[src/hdl/assert_macros.svh]
// Assertion macros for the grid walker
`ifndef ASSERT_MACROS_SVH
`define ASSERT_MACROS_SVH

// Property must hold at every clock edge outside reset
`define ASSERT_AT(lbl, clk, rst_n, prop) \
  lbl: assert property (@(posedge clk) disable iff (!rst_n) prop) \
    else $error("walker assertion failed");

// Expression must never be true outside reset
`define ASSERT_NEVER(lbl, clk, rst_n, expr) \
  lbl: assert property (@(posedge clk) disable iff (!rst_n) !(expr)) \
    else $error("walker forbidden condition seen");

`endif

[src/hdl/rogdw_ram.sv]
`default_nettype none

module rogdw_ram #(
  parameter int unsigned WIDTH = 8,
  parameter int unsigned DEPTH = 16
) (
  input  wire logic                     clk_i,
  input  wire logic                     we_i,
  input  wire logic [$clog2(DEPTH)-1:0] waddr_i,
  input  wire logic [WIDTH-1:0]         wdata_i,
  input  wire logic                     re_i,
  input  wire logic [$clog2(DEPTH)-1:0] raddr_i,
  output logic      [WIDTH-1:0]         rdata_o
);

  logic [WIDTH-1:0] mem_q [DEPTH];
  logic [WIDTH-1:0] rdata_q;

  always_ff @(posedge clk_i) begin
    if (we_i) begin
      mem_q[waddr_i] <= wdata_i;
    end
    if (re_i) begin
      rdata_q <= mem_q[raddr_i];
    end
  end

  assign rdata_o = rdata_q;

endmodule

`default_nettype wire

[config.mk]
export PLATFORM = sky130hd
export DESIGN_NAME = rogdw_ram
export DESIGN_NICKNAME = d
export VERILOG_FILES = /design/src/hdl/assert_macros.svh /design/src/hdl/rogdw_ram.sv
export SDC_FILE = /design/constraint.sdc
export NUM_CORES = 1
export LEC_CHECK = 0
export BUFFER_PORTS_ARGS = -buffer_cell sky130_fd_sc_hd__buf_2
export CORE_UTILIZATION = 36
export CTS_CLUSTER_DIAMETER = 80
export DETAILED_ROUTE_END_ITERATION = 16
export PLACE_DENSITY = 0.58
export REMOVE_ABC_BUFFERS = 1
export SKIP_CTS_REPAIR_TIMING = 1
export SYNTH_ARGS = -nofsm -noshare
export SYNTH_HDL_FRONTEND = slang
export SYNTH_SLANG_ARGS = --single-unit
export TNS_END_PERCENT = 20
[constraint.sdc]
create_clock -name clk_i -period 1.7 [get_ports clk_i]
set_input_delay 0.255 -clock clk_i [delete_from_list [all_inputs] [get_ports clk_i]]
set_output_delay 0.255 -clock clk_i [all_outputs]
set_load 0.01 [all_outputs]
# Word-level counts from Yosys, hierarchy flattened
# Memory sizes are Yosys's and may differ from the RTL's. A register that Yosys moved wholly into a read port is not among the register bits.
# Index checks and enable logic that the tools add are counted.
[totals]
latch_bits = 0
ram_bits = 128
elab_cells = 3
mem_count = 1
romBits = 0
regBits = 0
[memory_table]
columns = ["name", "depth", "width", "rd", "rd_clocked_by_memory_dff", "write_ports", "line", "source"]
rows = [
  ["mem_q", 16, 8, 1, 1, 1, "rogdw_ram.sv:16", "logic [WIDTH-1:0] mem_q [DEPTH];"],
]
[classes]
n_bitwise = 0
addsub = 0
n_mul = 0
n_shift = 0
reduce_logical = 0
n_eq_ne = 0
n_div = 0
n_mux = 2
n_lt_le_gt_ge = 0
[ops]
columns = ["operator", "count"]
rows = [
  ["2-to-1 mux 1 bit", 2],
]

# Logic depth before layout (Yosys ltp)
# Gate-level depths: netlist of the first run.
[logic_depth]
depth_word = 2
depth_mapped = 5
mapped_depth_nobuf = 3

# Worst setup path before layout of the first run
# Ideal clock, no wire load.
[synth_path]
kind = "input to register"
startpoint = "in waddr_i[2]"
endpoint = "mem mem_q[0][0] (enable)"
stages = 2
setup_ps = 383
arrival_time_ps = 1365
slack_ps = -48
path_buffers = 0
path_cell_list = "or3b_2 -> nor3_1"
[synth_rtl]
columns = ["item", "line", "source"]
rows = [
  ["start: declaration", "rogdw_ram.sv:9", "input wire logic [$clog2(DEPTH)-1:0] waddr_i,"],
  ["end: declaration", "rogdw_ram.sv:16", ""],
]
# No word-level cell before the write port.

==> impl_metrics.py, run 1 <==
metrics = {
    "timing": {
        "finalClockSkew_ns": 0.009018,
        "finalMaxSlewViolations": 0,
        "final.period_utilization_pct": 88.68,
        "fmax_ghz": 0.6633,
        "layout_min_cycle_time_ns": 1.508,
        "timing.final.ws_setup_ns": 0.1924,
        "tightest_slew_ns": 0.7743,
        "final.hold.worst_slack_ns": 0.1870,
        "setup_violations_final": 0,
        "final_hold_viol_count": 0,
        "relSlewSlack_pct": 48.28,
        "setup-tns-final_ns": 0,
        "grt_setup_unrepaired": "no",
    },
    "detailed_routing": {
        "dr.pass1.iters": 4,
        "routed_wl_mm": 9.875,
        "detail_route.vias_per_cell": 5.114,
        "initialDrtViolationCount": 188,
        "ant_nets": 0,
        "detail_route.drc_violations": 0,
        "vias": 2460,
        "wire_per_inst_um": 20.53,
    },
    "critical_path": {
        "timing.critical_path.cells": "mux4_1 > a22oi_1 > nand2_1",
        "worstSetupPathDepth": 3,
        "worst_path_largest_cell_delay_ns": 0.51,
        "worst-r2r-cell-count": 3,
        "path_class": "register to register",
        "setup.worst_path.end_class": "register",
        "critPathBufInv": 0,
        "critical-path-top-delay-family": "multiplexers",
        "cp.arrival_ns": 1.66,
        "cp-start-kind": "register",
        "worst-r2r-setup-slack_ns": 0.19,
        "worst_path_required_ns": 1.86,
        "timing.critical_path.slowest_stage_cell": "sky130_fd_sc_hd__mux4_1",
        "path_max_fanout": 1,
    },
    "global_routing": {
        "grt_max_degree": 27,
        "grt_pass1_wl_mm": 15.49,
        "grt-ovfl-total": 0,
        "via_count_of_the_first_global_routing_pass": 2523,
        "antenna_violations_before_repair": 0,
        "groute.usage.overall_pct": 15.12,
    },
    "cts": {
        "path_clk_slew_ns": 0.05,
        "cts-root-to-sink-buffers": 2,
        "cts_tree": "built",
        "clock_sink_count": 136,
        "count_of_h_tree_levels_built_during_cts": 4,
        "cts-buffers-inserted": 17,
        "clock_root_buffer": "sky130_fd_sc_hd__clkbuf_16",
        "clk-insertion-delay-late_ns": 0.41,
    },
    "yosys": {
        "synthDominantCellAreaShare_pct": 78.12,
        "yosys_register_bits": 136,
        "ys_seq_area_share_pct": 78.12,
        "syn_avg_cell_area_sq_um": 22.83,
        "syn_inst": 229,
        "yosys.cell_types.count": 18,
        "post_synth_instance_area_sq_um": 5228,
        "yosys.area.top_type": "sky130_fd_sc_hd__edfxtp_1",
        "yosys_warning_count": 0,
        "synth.top_cells.by_area": "sky130_fd_sc_hd__edfxtp_1, sky130_fd_sc_hd__mux4_2, sky130_fd_sc_hd__mux4_1",
    },
    "layout": {
        "final_common_cell": "sky130_fd_sc_hd__edfxtp_1",
        "layout.nets": 310,
        "drive_gt1_share_pct": 30.56,
        "filler_cell_count": 1171,
        "final_core_util_pct": 44.32,
        "final_cell_area_sq_um": 6223,
        "layout.cells.most_common_list": "sky130_fd_sc_hd__edfxtp_1, sky130_fd_sc_hd__buf_2, sky130_fd_sc_hd__buf_4",
        "synthToLayoutAreaGrowth_pct": 19.05,
        "n_antenna_cell": 0,
    },
    "place": {
        "dpl.hpwl_mm": 6.575,
        "port_buffers": 26,
        "place_area_sq_um": 5749,
        "gpl.final_weighted_congestion": 0.7487,
        "dpl_worst_slack_ns": -0.1585,
    },
    "floorplanning": {
        "coreArea_sq_um": 14040,
        "chipHeight_um": 122.5,
        "initial_utilization_pct": 37.23,
        "fp-row-count": 43,
        "die_footprint_sq_um": 15010,
        "die-width_um": 122.5,
        "num_io_pins": 27,
    },
    "pwr": {
        "vdd.ir_drop.worst_uv": 842.2,
        "cellPowerDensity_nw_per_um2": 1148,
        "leakage_power_of_the_design_uw": 0.002102,
    },
    "flow_run": {
        "maxCapViolations": 0,
    },
    "hold_path": {
        "min_path_cells": 1,
        "worstHoldPathType": "input port to register",
    },
    "run_status": {
        "outcome": "finished, final reports clean",
    },
}
-- worst paths after layout --
kind,startpoint,end
worst min-delay path,re_i,rdata_o[7]
worst max register to register,mem_q[1][3],rdata_o[3]
worst max-delay path,mem_q[1][3],rdata_o[3]
worst min register to register,mem_q[14][3],rdata_o[3]
-- synth_stat cells, drive strengths merged --
master and n:
nand3 1, and2b 1, nand2 9, or3b 1, nor2 13, mux4 32
a22oi 16, nand3b 2, nor3 4, nand2b 2, buf 7, nor2b 1
edfxtp 136, clkdlybuf4s25 3, and2 1
-- logic make-up after synthesis --
group,share of synthesized area [%]
mux,14.79
compound gates,2.298
simple gates,3.136
buf+inv,1.651
flops,78.12
-- state kept, by name (all words and copies together) (netlist names) --
| name | count |
|---|---|
| mem_q | 128 |
| rdata_o | 8 |
-- power breakdown --
| group | total [uW] | switching (uW) | leakage, uW | internal (uW) |
|---|---|---|---|---|
| combinational | 373 | 208 | 0.000632 | 165 |
| clock | 2970 | 1180 | 0.000234 | 1790 |
| sequential | 3800 | 15.5 | 0.00124 | 3780 |
| total | 7150 | 1410 | 0.00210 | 5740 |
-- stage by stage --
stage	instances	power (uW)
finish	481	7145
detailed placement	452	4244
global route	481	7391
global placement	452	4235
floorplan	219	4021
CTS	481	7217
-- cell type report --
cell class                      instances  area [sq um]  share of cell area [%]
Multi-Input combinational cell         83          1057                   16.99
Timing Repair Buffer                   53         382.9                   6.152
Tap cell                              180         225.2                   3.619
Sequential cell                       136          4084                   65.62
Clock inverter                          9         37.54                  0.6031
Clock buffer                           20         436.7                   7.016
-- per-layer routing --
metal	up-vias	track usage [%]	wire, um
met3	6	4.600	329
met4	0	5.716	82
met1	1300	20.45	4746
met2	52	22.96	4716
li1	1102	-	-
met5	-	0	0
(Power assumes the default switching activity.)
==> run 2: changes to the inputs <==
--- a/config.mk
+++ b/config.mk
@@ -7,6 +7,7 @@
 export LEC_CHECK = 0
 export BUFFER_PORTS_ARGS = -buffer_cell sky130_fd_sc_hd__buf_2
 export CORE_UTILIZATION = 36
+export CTS_BUF_LIST = sky130_fd_sc_hd__clkbuf_4
 export CTS_CLUSTER_DIAMETER = 80
 export DETAILED_ROUTE_END_ITERATION = 16
 export PLACE_DENSITY = 0.58
==> run 2 against run 1 <==
Effect of this change: largest power group unchanged; design area shrank 4.6%; sequential share of layout area grew 3.2 points; clock skew is 0.0028 ns higher; critical path type unchanged; utilization decreased by 2.0 points; wire length fell by 0.43%; sequential power hardly changed; setup slack improved by 0.021 ns; critical path depth unchanged; global-route usage fell by 0.21 points; maximum frequency rose by 1.4%; hold slack worse by 0.11 ns.
==> impl_metrics.py, run 2 (synthesis gave the netlist of run 1 again) <==
metrics = {
    "detailed_routing": {
        "routed-wl-met2_mm": 4.739,
        "ant_nets": 0,
        "dr.pass1.iters": 4,
        "initialDrtViolationCount": 177,
        "routed_wl_mm": 9.833,
        "vias": 2453,
        "detail_route.vias_per_cell": 5.100,
        "highest-signal-layer": "met4",
        "route.layer.met1.wl_mm": 4.523,
        "wl_met3_um": 472,
        "detail_route.drc_violations": 0,
        "wire_per_inst_um": 20.44,
    },
    "pwr": {
        "switchingPower_uw": 1215,
        "vdd.ir_drop.worst_uv": 526.2,
        "cellPowerDensity_nw_per_um2": 962.8,
        "intPower_uw": 4501,
        "total_power_uw": 5716,
        "leakage_power_of_the_design_uw": 0.001981,
        "power_switching_share_pct": 21.26,
        "power_frac_clock_pct": 27.3,
        "power_frac_seq_pct": 66.2,
        "combinational_share_of_power_pct": 6.5,
    },
    "critical_path": {
        "worst_path_largest_cell_delay_ns": 0.47,
        "path_class": "register to register",
        "worst_path_required_ns": 1.96,
        "setup.worst_path.end_class": "register",
        "worst-r2r-cell-count": 3,
        "critPathBufInv": 0,
        "worst-r2r-setup-slack_ns": 0.21,
        "path_max_fanout": 1,
        "timing.critical_path.cells": "mux4_2 > a22oi_1 > nand2_1",
        "r2r_start": "mem_q[0][4]",
        "reg2reg_to": "rdata_o[4]",
        "critical-path-top-delay-family": "multiplexers",
        "cp.arrival_ns": 1.75,
        "timing.critical_path.slowest_stage_cell": "sky130_fd_sc_hd__mux4_2",
        "cp-start-kind": "register",
    },
    "floorplanning": {
        "die-width_um": 122.5,
        "coreArea_sq_um": 14040,
        "initial_utilization_pct": 37.23,
        "chipHeight_um": 122.5,
        "die_footprint_sq_um": 15010,
        "fp-row-count": 43,
        "num_io_pins": 27,
    },
    "global_routing": {
        "grt-ovfl-total": 0,
        "via_count_of_the_first_global_routing_pass": 2509,
        "grt_max_degree": 27,
        "antenna_violations_before_repair": 0,
        "grt_pass1_wl_mm": 15.35,
        "groute.usage.overall_pct": 14.90,
    },
    "layout": {
        "final_cells": 481,
        "top_register": "mem_q",
        "layout.nets": 310,
        "n_antenna_cell": 0,
        "final_cell_area_sq_um": 5937,
        "drive_gt1_share_pct": 31.56,
        "synthToLayoutAreaGrowth_pct": 13.57,
        "layout.cells.most_common_list": "sky130_fd_sc_hd__edfxtp_1, sky130_fd_sc_hd__buf_2, sky130_fd_sc_hd__buf_4",
        "flip_flop_count_of_the_largest_register_after_layout": 128,
        "final_common_cell": "sky130_fd_sc_hd__edfxtp_1",
    },
    "cts": {
        "clock_sink_count": 136,
        "path_clk_slew_ns": 0.10,
        "clk-insertion-delay-late_ns": 0.51,
        "count_of_h_tree_levels_built_during_cts": 4,
        "cts-root-to-sink-buffers": 2,
        "clock_root_buffer": "sky130_fd_sc_hd__clkbuf_4",
        "cts-buffers-inserted": 17,
        "cts_tree": "built",
    },
    "timing": {
        "fmax_ghz": 0.6729,
        "setup-tns-final_ns": 0,
        "finalMaxSlewViolations": 0,
        "final.period_utilization_pct": 87.42,
        "finalClockSkew_ns": 0.01178,
        "grt_setup_unrepaired": "no",
        "final_hold_viol_count": 0,
        "setup_violations_final": 0,
        "tightest_slew_ns": 0.7731,
        "layout_min_cycle_time_ns": 1.486,
        "relSlewSlack_pct": 48.36,
    },
    "flow_run": {
        "maxCapViolations": 0,
    },
    "place": {
        "placed_cell_count": 452,
        "dpl.hpwl_mm": 6.575,
        "gpl.final_weighted_congestion": 0.7487,
        "place_area_sq_um": 5749,
        "port_buffers": 26,
    },
    "hold_path": {
        "whs_endpoint": "rdata_o[7]",
        "hold_path.startpoint": "re_i",
        "min_path_cells": 1,
        "worstHoldPathType": "input port to register",
    },
    "run_status": {
        "outcome": "finished, final reports clean",
    },
}
-- run 2: cell count changes in the layout (fill, tap and decap cells not counted) --
cell and delta:
sky130_fd_sc_hd__clkbuf_1 -3, sky130_fd_sc_hd__clkbuf_16 -17, sky130_fd_sc_hd__clkbuf_4 +20
-- run 2: stage by stage --
step	hold WS (ns)	utilization (%)	setup slack (ns)
floorplan	0.3539	-	-0.04787
global placement	0.6175	40.94	-0.1659
detailed placement	0.6151	40.94	-0.1585
CTS	0.03953	42.28	0.1750
global route	0.04659	42.28	0.09860
finish	0.08167	42.28	0.2138
-- run 2: metal layers --
layer	GRT usage, %	vias up
met4	5.259	0
met3	4.043	8
li1	-	1105
met2	22.72	64
met1	20.58	1276
met5	0	-
-- run 2: worst max-delay path by stage --
| stage | to | cells past startpoint | slack, ns | from |
|---|---|---|---|---|
| 2_1_floorplan | mem_q[0][0] | 2 | -0.05 | waddr_i[2] |
| 3_3_place_gp | rdata_o[3] | 5 | -0.17 | raddr_i[0] |
| 3_5_place_dp | rdata_o[3] | 5 | -0.16 | raddr_i[0] |
| 4_1_cts | rdata_o[3] | 3 | 0.17 | mem_q[1][3] |
| 5_1_grt | rdata_o[2] | 3 | 0.1 | mem_q[5][2] |
| 6_report | rdata_o[4] | 3 | 0.21 | mem_q[0][4] |
-- run 2: area by class of cell --
type	count	area [sq um]
fill	1217	8105
sequential	136	4084
multi-input combinational	83	1057
timing repair buffer	53	382.9
tap	180	225.2
clock buffer	20	150.1
clock inverter	9	37.54
-- run 2: worst reg2reg max path, delay by kind of cell (launching register included) --
family,cells,cell delay [ns]
AND/OR/NAND/NOR,1,0.09
AO/OA/AOI/OAI,1,0.30
multiplexers,1,0.47
flip-flops,1,0.38
-- run 2: power groups by stage --
stage                     Clock, uW  Sequential [uW]  Combinational (uW)
final                          1560             3790                 372
after floorplan                   0             3870                 151
after global placement            0             3860                 373
after CTS                      1620             3790                 380
after global routing           1740             3790                 411
after detailed placement          0             3870                 379
==> run 3: changes to the inputs <==
--- a/config.mk
+++ b/config.mk
@@ -6,6 +6,7 @@
 export NUM_CORES = 1
 export LEC_CHECK = 0
 export BUFFER_PORTS_ARGS = -buffer_cell sky130_fd_sc_hd__buf_2
+export CORE_ASPECT_RATIO = 0.9
 export CORE_UTILIZATION = 36
 export CTS_BUF_LIST = sky130_fd_sc_hd__clkbuf_4
 export CTS_CLUSTER_DIAMETER = 80
==> run 3 against run 2 <==
Effect of this change: setup slack got worse by 0.045 ns; critical endpoint is now rdata_o[1]; combinational power barely moved; global-route usage grew 0.66 points; critical path type unchanged.
==> impl_metrics.py, run 3 (synthesis gave the netlist of run 1 again) <==
metrics = {
    "global_routing": {
        "groute.usage.overall_pct": 15.56,
        "grt-ovfl-total": 0,
        "grt_pass1_wl_mm": 15.81,
        "via_count_of_the_first_global_routing_pass": 2492,
        "grt_max_degree": 19,
        "antenna_violations_before_repair": 0,
    },
    "floorplanning": {
        "die-width_um": 129.0,
        "chipHeight_um": 116.3,
        "fp-row-count": 41,
        "die_footprint_sq_um": 15010,
        "num_io_pins": 27,
        "initial_utilization_pct": 37.06,
        "coreArea_sq_um": 14110,
    },
    "critical_path": {
        "cp.arrival_ns": 1.77,
        "path_max_fanout": 1,
        "worst_path_required_ns": 1.94,
        "timing.critical_path.cells": "mux4_1 > a22oi_1 > nand2_1",
        "path_class": "register to register",
        "cp-start-kind": "register",
        "timing.critical_path.slowest_stage_cell": "sky130_fd_sc_hd__mux4_1",
        "worst_path_largest_cell_delay_ns": 0.48,
        "setup.worst_path.end_class": "register",
    },
    "detailed_routing": {
        "detail_route.vias_per_cell": 5.083,
        "wire_per_inst_um": 21.38,
        "vias": 2501,
        "initialDrtViolationCount": 247,
        "dr.pass1.iters": 5,
        "detail_route.drc_violations": 0,
        "ant_nets": 0,
        "routed_wl_mm": 10.52,
    },
    "flow_run": {
        "maxCapViolations": 0,
    },
    "layout": {
        "layout.cells.most_common_list": "sky130_fd_sc_hd__edfxtp_1, sky130_fd_sc_hd__buf_2, sky130_fd_sc_hd__clkbuf_4, sky130_fd_sc_hd__buf_4, sky130_fd_sc_hd__mux4_2",
        "filler_cell_count": 1225,
        "final_common_cell": "sky130_fd_sc_hd__edfxtp_1",
        "layout.nets": 308,
        "top_register": "mem_q",
        "synthToLayoutAreaGrowth_pct": 14.15,
        "drive_gt1_share_pct": 31.44,
        "flip_flop_count_of_the_largest_register_after_layout": 128,
        "n_antenna_cell": 0,
    },
    "timing": {
        "grt_setup_unrepaired": "no",
        "relSlewSlack_pct": 47.14,
        "finalClockSkew_ns": 0.009902,
        "fmax_ghz": 0.6531,
        "timing.final.ws_setup_ns": 0.1688,
        "setup_violations_final": 0,
        "final.period_utilization_pct": 90.07,
        "layout_min_cycle_time_ns": 1.531,
        "finalMaxSlewViolations": 0,
        "final_hold_viol_count": 0,
        "tightest_slew_ns": 0.7913,
    },
    "pwr": {
        "combinational_share_of_power_pct": 6.3,
        "cellPowerDensity_nw_per_um2": 990.1,
        "power_frac_seq_pct": 64.2,
        "leakage_power_of_the_design_uw": 0.001984,
        "power_frac_clock_pct": 29.5,
        "intPower_uw": 4672,
        "vdd.ir_drop.worst_uv": 378.8,
        "switchingPower_uw": 1236,
        "power_switching_share_pct": 20.91,
        "total_power_uw": 5908,
    },
    "cts": {
        "clock_sink_count": 136,
        "clk-insertion-delay-late_ns": 0.49,
        "cts-root-to-sink-buffers": 2,
        "count_of_h_tree_levels_built_during_cts": 4,
        "cts_tree": "built",
        "cts-buffers-inserted": 17,
        "path_clk_slew_ns": 0.10,
        "clock_root_buffer": "sky130_fd_sc_hd__clkbuf_4",
    },
    "place": {
        "dpl_worst_slack_ns": -0.1730,
        "port_buffers": 26,
        "gpl.final_weighted_congestion": 0.7688,
        "dpl.hpwl_mm": 6.748,
    },
    "hold_path": {
        "worstHoldPathType": "input port to register",
    },
    "run_status": {
        "outcome": "finished, final reports clean",
    },
}
[run 3: cell count changes in the layout (fill, tap and decap cells not counted), sizes merged]
cell    change
clkinv      -2
bufinv      +1
clkbuf      +1
buf         -2
[run 3: worst paths after layout]
| kind | startpoint | endpoint | cells after the start | slack [ns] |
|---|---|---|---|---|
| worst max-delay path | mem_q[2][1] | rdata_o[1] | 3 | 0.17 |
| worst min-delay path | wdata_i[5] | mem_q[15][5] | 1 | 0.14 |
| worst max register to register | mem_q[2][1] | rdata_o[1] | 3 | 0.17 |
| worst min register to register | mem_q[15][2] | rdata_o[2] | 3 | 0.75 |
[run 3: through the flow]
step / hold slack (ns) / instance area, sq um / util (%) / setup TNS (ns) / cells
3_3_place_gp: 0.6386 / 5751 / 40.76 / -0.8317 / 463
5_1_grt: 0.08346 / 5967 / 42.30 / 0 / 492
6_report: 0.1406 / 5967 / 42.30 / 0 / 492
3_5_place_dp: 0.6551 / 5751 / 40.76 / -0.8582 / 463
4_1_cts: 0.1055 / 5967 / 42.30 / 0 / 492
2_1_floorplan: 0.3539 / 5141 / - / -0.3830 / 219
[run 3: power by group through the flow]
| stage | combinational [uW] | clock [uW] | sequential (uW) |
|---|---|---|---|
| global route | 404 | 1940 | 3800 |
| global placement | 370 | 0 | 3870 |
| finish | 372 | 1740 | 3790 |
| detailed placement | 377 | 0 | 3870 |
| floorplan | 151 | 0 | 3870 |
| CTS | 378 | 1810 | 3790 |
[run 3: final cells by class]
type | instances | area [sq um] | area share, %
tap | 193 | 241.5 | 4.047
timing repair buffer | 51 | 367.9 | 6.165
clock inverter | 8 | 58.81 | 0.9855
sequential | 136 | 4084 | 68.44
multi-input combinational | 83 | 1057 | 17.72
clock buffer | 21 | 157.7 | 2.642
[run 3: layer usage]
| metal | global-route usage, % | vias up | part of all wire, % |
|---|---|---|---|
| li1 | - | 1096 | - |
| met1 | 22.43 | 1312 | 47 |
| met2 | 22.99 | 89 | 45 |
| met3 | 4.856 | 4 | 7.0 |
| met4 | 4.000 | 0 | 0.52 |
| met5 | 0 | - | 0 |
[run 3: critical path: cells and delay by family (launching register included)]
kind               cells  cell delay, ns
muxes                  1            0.48
DFF                    1            0.36
AOI/OAI and AO/OA      1            0.35
and+or+nand+nor        1            0.09
